$ cat src/tcgr_pkg.sv
// Shared types and constants for the text console glyph renderer.
// Depends on nothing; every other file of the block but tcgr_ram imports it.
package tcgr_pkg;

	// Glyph geometry
	localparam int unsigned GLYPH_ROWS      = 16;
	localparam int unsigned ROW_W           = $clog2(GLYPH_ROWS);
	localparam int unsigned GLYPH_COUNT_DEF = 256;
	localparam int unsigned CELL_W          = 8;
	localparam int unsigned LINE_H          = 16;

	// Input command codes
	localparam logic CMD_RENDER = 1'b0;
	localparam logic CMD_LOAD   = 1'b1;

	// Special character codes
	localparam logic [7:0] CH_NUL = 8'h00;
	localparam logic [7:0] CH_BS  = 8'h08;
	localparam logic [7:0] CH_LF  = 8'h0a;

	// Result kinds
	localparam logic [1:0] KIND_DRAW   = 2'd0;
	localparam logic [1:0] KIND_CLEAR  = 2'd1;
	localparam logic [1:0] KIND_SCROLL = 2'd2;

	// Configuration register indexes
	localparam logic [1:0] CFG_FG_COLOR      = 2'd0;
	localparam logic [1:0] CFG_SCREEN_WIDTH  = 2'd1;
	localparam logic [1:0] CFG_SCREEN_HEIGHT = 2'd2;
	localparam logic [1:0] CFG_SCANLINE_PITCH = 2'd3;

	// Configuration reset values
	localparam logic [31:0] FG_COLOR_RST       = 32'hffff_ffff;
	localparam logic [11:0] SCREEN_WIDTH_RST   = 12'd1024;
	localparam logic [11:0] SCREEN_HEIGHT_RST  = 12'd768;
	localparam logic [12:0] SCANLINE_PITCH_RST = 13'd1024;

	typedef struct packed {
		logic       cmd;
		logic [7:0] char_code;
		logic [3:0] glyph_row;
		logic [7:0] glyph_bits;
	} request_t;

	typedef struct packed {
		logic [1:0]  kind;
		logic [11:0] pixel_x;
		logic [11:0] pixel_y;
		logic [23:0] pixel_offset;
		logic [7:0]  pixel_mask;
		logic [31:0] color;
		logic        last;
	} result_t;

	// Commands from the controller to the datapath
	typedef struct packed {
		logic load_we;
		logic take;
		logic adv;
		logic chk;
		logic base;
		logic row;
	} dp_cmd_t;

	// Status from the datapath to the controller
	typedef struct packed {
		logic in_load;
		logic in_null;
		logic in_bksp;
		logic newline;
		logic row_last;
	} dp_status_t;

	typedef enum logic [4:0] {
		S_IDLE = 5'b00001,
		S_ADV  = 5'b00010,
		S_CHK  = 5'b00100,
		S_BASE = 5'b01000,
		S_ROWS = 5'b10000
	} state_t;

endpackage

$ cat src/tcgr_ctrl.sv
// Sequencer of the glyph renderer: walks advance, scroll check, base and row states.
// Depends on tcgr_pkg.
module tcgr_ctrl import tcgr_pkg::*; (
	input  logic       clk,
	input  logic       arst_n,
	input  logic       start,
	output logic       busy,
	input  dp_status_t status,
	output dp_cmd_t    cmd
);

	state_t state_q, state_d;

	// Decode state into datapath commands and pick the next state
	always_comb begin
		state_d = state_q;
		cmd     = '0;
		case (state_q)
			S_IDLE: begin
				if (start) begin
					if (status.in_load) begin
						cmd.load_we = 1'b1;
					end else if (!status.in_null) begin
						cmd.take = 1'b1;
						state_d  = status.in_bksp ? S_BASE : S_ADV;
					end
				end
			end
			S_ADV: begin
				cmd.adv = 1'b1;
				state_d = S_CHK;
			end
			S_CHK: begin
				cmd.chk = 1'b1;
				state_d = status.newline ? S_IDLE : S_BASE;
			end
			S_BASE: begin
				cmd.base = 1'b1;
				state_d  = S_ROWS;
			end
			S_ROWS: begin
				cmd.row = 1'b1;
				if (status.row_last) begin
					state_d = S_IDLE;
				end
			end
			default: begin
				state_d = S_IDLE;
			end
		endcase
	end

	always_ff @(posedge clk or negedge arst_n) begin
		if (!arst_n) begin
			state_q <= S_IDLE;
		end else begin
			state_q <= state_d;
		end
	end

	assign busy = (state_q != S_IDLE);

endmodule

$ cat config.mk
export PLATFORM = sky130hd
export DESIGN_NAME = tcgr_ctrl
export DESIGN_NICKNAME = d
export VERILOG_FILES = /design/src/tcgr_pkg.sv /design/src/tcgr_ctrl.sv
export SDC_FILE = /design/constraint.sdc
export NUM_CORES = 1
export LEC_CHECK = 0
export ABC_AREA = 1
export BUFFER_PORTS_ARGS = -buffer_cell sky130_fd_sc_hd__buf_2
export CAP_MARGIN = 30
export CELL_PAD_IN_SITES_DETAIL_PLACEMENT = 1
export CELL_PAD_IN_SITES_GLOBAL_PLACEMENT = 1
export CORE_AREA = 2 2 39 41
export CTS_CLUSTER_DIAMETER = 80
export CTS_CLUSTER_SIZE = 10
export DETAILED_ROUTE_END_ITERATION = 10
export DIE_AREA = 0 0 41 43
export GPL_TIMING_DRIVEN = 0
export PLACE_DENSITY_LB_ADDON = 0.1
export SLEW_MARGIN = 20
export SYNTH_ARGS = -nofsm -noshare
export SYNTH_HDL_FRONTEND = slang
export SYNTH_SLANG_ARGS = --single-unit
$ cat constraint.sdc
create_clock -name clk -period 1.4 [get_ports clk]
set_clock_uncertainty 0.05 [all_clocks]
set_input_delay 0.21 -clock clk [delete_from_list [all_inputs] [get_ports clk]]
set_output_delay 0.21 -clock clk [all_outputs]
set_load 0.005 [all_outputs]
## Word level (Yosys, flattened, before mapping)

Index checks and enable logic that the tools add are counted.

- Flip-flop bits (word level): 5
- Input bits: 8
- Output and inout bits: 7
- Word-level logic and storage cells: 28

- Equal/unequal tests: 10
- Muxes and demuxes: 16
- Reduce and logical (&&, ||, !) cells: 1

Operators by type and width:

| cell | count |
|---|---|
| 5-bit one-hot mux with 5 select lines | 1 |
| 5-bit two-way mux | 4 |
| 4-bit two-way mux | 2 |
| 2-bit inequality test, second input constant | 4 |
| 1-bit two-way mux | 7 |
| 5-bit by 1-bit == test with 1-bit output, second input constant | 1 |
| 5-bit by 2-bit == test with 1-bit output, second input constant | 1 |
| 5-bit by 3-bit == test with 1-bit output, second input constant | 1 |
| 5-bit by 4-bit == test with 1-bit output, second input constant | 1 |
| 5-bit == test, second input constant | 1 |
| 5-bit by 1-bit inequality test with 1-bit output, second input constant | 1 |
| 2-bit two-way mux | 2 |
| 4-bit AND reduction | 1 |

## Longest topological paths before layout

Gate-level depths: netlist (run 1).

- Depth in word-level cells: 5
- Gate-level depth with buffers: 9
- Gate-level depth less buffers: 9

## Least setup slack after synthesis (run 1)

OpenSTA, ideal clock, no wires.

- Path kind: register to register
- Start: reg state_q[0]
- End: reg state_q[3]
- Setup time: 0.119 ns
- Data arrival time: 0.985 ns
- Data required time: 1.231 ns
- Setup slack: 0.246 ns
- Stages on the path, launching flop included: 5
- Buffers on the path: 0
- Period minus slack after synthesis: 1.154 ns
- Cell sequence: dfstp_2 -> nand3_4 -> a21oi_2 -> nor2_1 -> and2_1

- Cells in the longest elaborated chain, start to end: 3
- Elaborated cells on any way between the ends: 11
- Those cells by class: eq/ne: 9; mux: 1; reduce/logical: 1

RTL lines:

| what | RTL line | source |
|---|---|---|
| start, declared | tcgr_ctrl.sv:12 | `state_t state_q, state_d;` |
| start signal, assigned | tcgr_ctrl.sv:57 | `state_q <= state_d;` |
| 5-bit by 1-bit == test with 1-bit output or 5-bit == test (tied branches) | tcgr_ctrl.sv:18 | `case (state_q)` |
| 2-bit inequality test (no source line) | - |  |
| 4-bit AND reduction (no source line) | - |  |

Parallel ways exist; a longest one is shown, timed or not.
A chain may end at the register's enable or synchronous reset.

==> results of run 1 <==
-- through the flow --
step	instance area (sq um)	power (mW)	TNS [ns]	std cells	utilization, %
2_1_floorplan	334	0.534	0	48	-
3_3_place_gp	424	0.660	0	78	30.7
3_5_place_dp	424	0.665	0	78	30.7
4_1_cts	498	0.929	-0.244	88	36.0
5_1_grt	529	1.12	-0.639	88	38.2
6_report	529	1.02	-0.124	88	38.2
-- path summary, 6_finish.rpt --
path                                 start    endpoint  slack (ns)
worst max-delay path            state_q[0]      cmd[5]       -0.04
worst min-delay path             status[2]  state_q[1]        0.09
worst max register to register  state_q[0]  state_q[3]        0.03
worst min register to register  state_q[0]  state_q[1]        0.58
max in group asynchronous           arst_n  state_q[0]        0.83
min in group asynchronous           arst_n  state_q[2]        0.25
-- synthesized netlist by cell type --
library cell	count	area share, %
nor2_2	1	1.9
a21oi_2	1	2.6
and2_1	1	1.9
o22ai_1	1	1.9
nor2_1	9	10
nand3_1	2	3.0
dfrtp_1	4	30
nand3_4	1	5.2
nand2_1	10	11
inv_1	12	13
dfstp_2	1	7.9
nor3_1	1	1.5
nor2_4	1	3.4
nor3_2	1	3.0
o21ai_0	2	3.0
-- routing by layer --
metal  wire, um  up-vias  global-route usage [%]
met3         59        2                    3.14
li1           -      190                       -
met1        348      179                    13.4
met2        493       15                    20.6
met5          0        -                       0
met4         22        0                    14.0
-- report_power, final --
| group | switching, mW | internal [mW] | leakage, nW |
|---|---|---|---|
| combinational | 0.282 | 0.302 | 0.231 |
| clock | 0.0636 | 0.108 | 0.0150 |
| sequential | 0.0633 | 0.199 | 0.0638 |
| total | 0.409 | 0.608 | 0.309 |
-- final cells by class --
class	count	area share, %
clock buffers	4	4.96
inverters	12	8.51
multi-input cells	31	34.5
flip-flops and latches	5	24.1
well taps	16	3.78
repair buffers	20	24.1
-- logic make-up after synthesis --
family / after synthesis / share of synthesized area (%)
flip-flops: 5 / 37.8
AO/OA/AOI/OAI: 4 / 7.49
buffers and inverters: 12 / 13.5
AND/OR/NAND/NOR: 27 / 41.2
-- what timing repair did --
item	4_1_cts	5_1_grt
pin swaps	5	8
hold endpoints to repair	5	0
buffers inserted	5	0
resized for setup	0	10
setup endpoints to repair	6	9
hold buffers	1	0
==> out/summary.txt, run 1 <==
Ports: 15
run status: finished, violations left
Clock Sink Count: 5
first-pass GRT wire length: 1.50 mm
Largest register FFs: 5
Leakage Power: 0.309 nW
Final Net Count: 81
DIE WIDTH: 41 um
clk_lat worst skew: 0.25 ns
final setup margin: -0.0448 ns
CORE AREA: 0.00138 sq mm
final hold violation count: 0
DP HPWL: 709 um
Longest Clk Path Bufs: 2
HP Class: in -> reg
clock slew at reported path FFs: 0.04 ns
CTS Buf Count: 3
largest net degree at the start of global routing: 7
PD cells: 1920 mW/mm^2
Worst EP arrival: 1.18 ns
routed vias: 386
Worst Hold Path Cells: 2
CP peak stage delay: 0.59 ns
Yosys reg bits: 5
Max H-tree Level: 1
syn_nets: 56
fin crit share: 103%
Global Route Usage Sum: 13.5%
fillers: 188
sequential area share after synthesis: 37.8%
area of the multi-input gates: 183 sq um
worst rel slew slack: 81.9%
drt pass-1 iters: 1
failing checks: negative setup slack
CP Depth: 3
Buffers on Ports: 14
via/cell ratio: 4.39
Tmin final: 1.44 ns
commonest non-fill, non-tap cells in the layout: 13 x buf_2, 11 x inv_1, 10 x nand2_1
crit-path cells: nand3_4, nor2_2, buf_2
Final ANT Viol Nets: 0
Die Height: 43 um
Worst path slowest cell: dfstp_2
Total Wirelength: 923 um
largest registers: state_q (5)
Critical Path RT: 1.14 ns
largest reg by FF count: state_q
Buf+Inv Stages, Crit Path: 1
fraction of layout cells with a size suffix above 1: 48.6%
Cell Area, Synth: 334 sq um
Slew Viols, Final: 0
CTS root buf: clkbuf_4
Worst setup EP type: output port
pre-CTS setup slack: 0.131 ns
Yosys cell types: 15
critical path class: reg -> out
commonest non-fill, non-tap cell in the layout: buf_2
synthesized area per cell: 6.96 sq um
Ant. Diodes: 0
endpoints failing setup: 5
Std-Cell Rows: 14
FF+latch area: 128 sq um
residual DRC count: 0
vias in the first global route: 398
CTS tree: done
die area: 0.00176 sq mm
fmax: 692 MHz
gr ovfl total: 0
Setup crit start kind: flip-flop
Max-Cap Viols: 0
Crit path max-delay family: flip-flops
Final Wtd Congestion: 0.629
worst r2r path cells: 5
slew of the pin with the lowest slew margin: 0.271 ns
P&R area growth vs syn: 58.4%
Mapped Cells: 48
Hold WS: 0.0875 ns
Max VDD drop: 0.000715 V
RSZ-0062 raised after global routing: yes
WL/cell: 10.5 um
initial DRC count: 0
Yosys Warn Count: 0
crit-path max FO: 6
Initial Utilization: 24.1%
initial antenna violation count: 0
No activity file was read; power rests on OpenSTA's default activity.
==> inputs of run 2 (changes only) <==
--- a/config.mk
+++ b/config.mk
@@ -8,15 +8,12 @@
 export ABC_AREA = 1
 export BUFFER_PORTS_ARGS = -buffer_cell sky130_fd_sc_hd__buf_2
 export CAP_MARGIN = 30
-export CELL_PAD_IN_SITES_DETAIL_PLACEMENT = 1
-export CELL_PAD_IN_SITES_GLOBAL_PLACEMENT = 1
 export CORE_AREA = 2 2 39 41
 export CTS_CLUSTER_DIAMETER = 80
 export CTS_CLUSTER_SIZE = 10
 export DETAILED_ROUTE_END_ITERATION = 10
 export DIE_AREA = 0 0 41 43
 export GPL_TIMING_DRIVEN = 0
-export PLACE_DENSITY_LB_ADDON = 0.1
 export SLEW_MARGIN = 20
 export SYNTH_ARGS = -nofsm -noshare
 export SYNTH_HDL_FRONTEND = slang
==> run 2 against run 1 <==
Net effect: the flow still finishes with violations (negative setup slack); critical path depth up 1; sequential cell count unchanged; utilization down 1.7 points; non-clock buffer count down 1; routed wire length down 24%; sequential power about the same; cell count down 1.1%; critical path type unchanged; largest cell class unchanged; largest power group unchanged.
==> out/summary.txt, run 2 (synthesis gave the netlist of run 1 again) <==
Sequential Power Share: 29.9%
CORE AREA: 0.00138 sq mm
Critical Path RT: 1.14 ns
final setup margin: -0.0498 ns
initial DRC count: 6
Worst EP arrival: 1.19 ns
largest reg by FF count: state_q
final hold violation count: 0
commonest non-fill, non-tap cells in the layout: 14 x buf_2, 11 x inv_1, 8 x nor2_1, 8 x nand2_1, 4 x buf_4
largest registers: state_q (5)
Worst path slowest cell: dfrtp_2
crit-path cells: nor3_4, nand2_2, inv_2, buf_2
Largest register FFs: 5
clock slew at reported path FFs: 0.04 ns
Placed Cells incl. Taps: 78
vias in the first global route: 319
internal power: 0.518 mW
clock share of power: 19.0%
Max-Cap Viols: 0
Clock Sink Count: 5
fin crit share: 104%
DIE WIDTH: 41 um
WL/cell: 8.09 um
RSZ-0062 raised after global routing: yes
routed vias: 357
fmax: 690 MHz
P&R area growth vs syn: 51.3%
Worst Hold Path Cells: 2
DP HPWL: 555 um
Final Net Count: 80
clk_lat worst skew: 0.25 ns
Tmin final: 1.45 ns
Die Height: 43 um
Longest Clk Path Bufs: 2
Total Wirelength: 704 um
CTS root buf: clkbuf_4
via/cell ratio: 4.10
Buffers on Ports: 14
die area: 0.00176 sq mm
PD cells: 1750 mW/mm^2
largest net degree at the start of global routing: 7
fillers: 154
Switching Share: 41.6%
Worst setup EP type: output port
CP peak stage delay: 0.44 ns
residual DRC count: 0
Max H-tree Level: 1
endpoints failing setup: 4
initial antenna violation count: 0
Final ANT Viol Nets: 0
CTS Buf Count: 3
Std-Cell Rows: 14
FF+latch area: 128 sq um
commonest non-fill, non-tap cell in the layout: buf_2
Sw Pwr: 0.369 mW
crit-path max FO: 4
fraction of layout cells with a size suffix above 1: 45.1%
Max VDD drop: 0.000930 V
Hold WS: 0.0904 ns
worst rel slew slack: 86.0%
gr ovfl total: 0
HP Class: in -> reg
worst r2r path cells: 6
critical path class: reg -> out
Comb pwr share: 51.1%
Ant. Diodes: 0
CTS tree: done
Slew Viols, Final: 0
Ports: 15
first-pass GRT wire length: 1.23 mm
slew of the pin with the lowest slew margin: 0.210 ns
Setup crit start kind: flip-flop
Setup TNS: -0.113 ns
Initial Utilization: 24.1%
run status: finished, violations left
area of the multi-input gates: 176 sq um
cell area after layout: 505 sq um
dpl cell area: 424 sq um
failing checks: negative setup slack
final cell count without fillers: 87
drt pass-1 iters: 2
Global Route Usage Sum: 10.9%
Leakage Power: 0.303 nW
Final Wtd Congestion: 0.674
run 2: cell count changes in the layout (fill, tap and decap cells not counted), sizes merged:
cell / change
buf: -1
run 2: power by group through the flow:
stage | clock network [mW] | registers, mW | logic (mW)
2_1_floorplan | 0 | 0.249 | 0.285
3_3_place_gp | 0 | 0.254 | 0.389
3_5_place_dp | 0 | 0.257 | 0.389
4_1_cts | 0.172 | 0.254 | 0.438
5_1_grt | 0.179 | 0.273 | 0.511
6_report | 0.169 | 0.265 | 0.453
run 2: cell type report:
| class | instances | share of cell area (%) |
|---|---|---|
| clock buffer | 4 | 5.20 |
| inverter | 12 | 8.91 |
| multi-input combinational | 31 | 34.9 |
| sequential | 5 | 25.2 |
| tap | 16 | 3.96 |
| timing repair buffer | 19 | 21.8 |
run 2: metrics by stage:
step           setup WS [ns]  power, mW  util, %
4_1_cts              -0.0516      0.865     35.4
6_report             -0.0498      0.886     36.5
3_5_place_dp           0.175      0.646     30.7
2_1_floorplan          0.246      0.534        -
3_3_place_gp           0.178      0.643     30.7
5_1_grt               -0.127      0.963     36.5
run 2: worst max-delay path: cells and delay by family (launching register included):
kind | cells | cell delay, ns
DFF | 1 | 0.44
and+or+nand+nor | 2 | 0.35
buffers and inverters | 2 | 0.16
run 2: per-layer routing:
layer  share of wire, %  track usage [%]  wire length (um)
met5                  0                0                 0
met4                1.7             8.00                12
met3                9.5             4.71                67
met2                 48             14.1               339
met1                 40             13.8               284
run 2: what timing repair did:
| item | CTS | global route |
|---|---|---|
| setup buffers | 4 | 0 |
| endpoints found under the hold margin | 5 | 0 |
| pin swaps | 5 | 6 |
| hold buffers | 1 | 0 |
| setup endpoints to repair | 6 | 8 |
| resized for setup | 0 | 6 |
run 2: worst paths after layout:
path | startpoint | endpoint | slack, ns
max reg2reg | state_q[1] | state_q[3] | 0.05
min reg2reg | state_q[0] | state_q[1] | 0.52
min in group asynchronous | arst_n | state_q[3] | 0.26
max | state_q[1] | cmd[2] | -0.05
max in group asynchronous | arst_n | state_q[0] | 0.83
min | status[2] | state_q[1] | 0.09
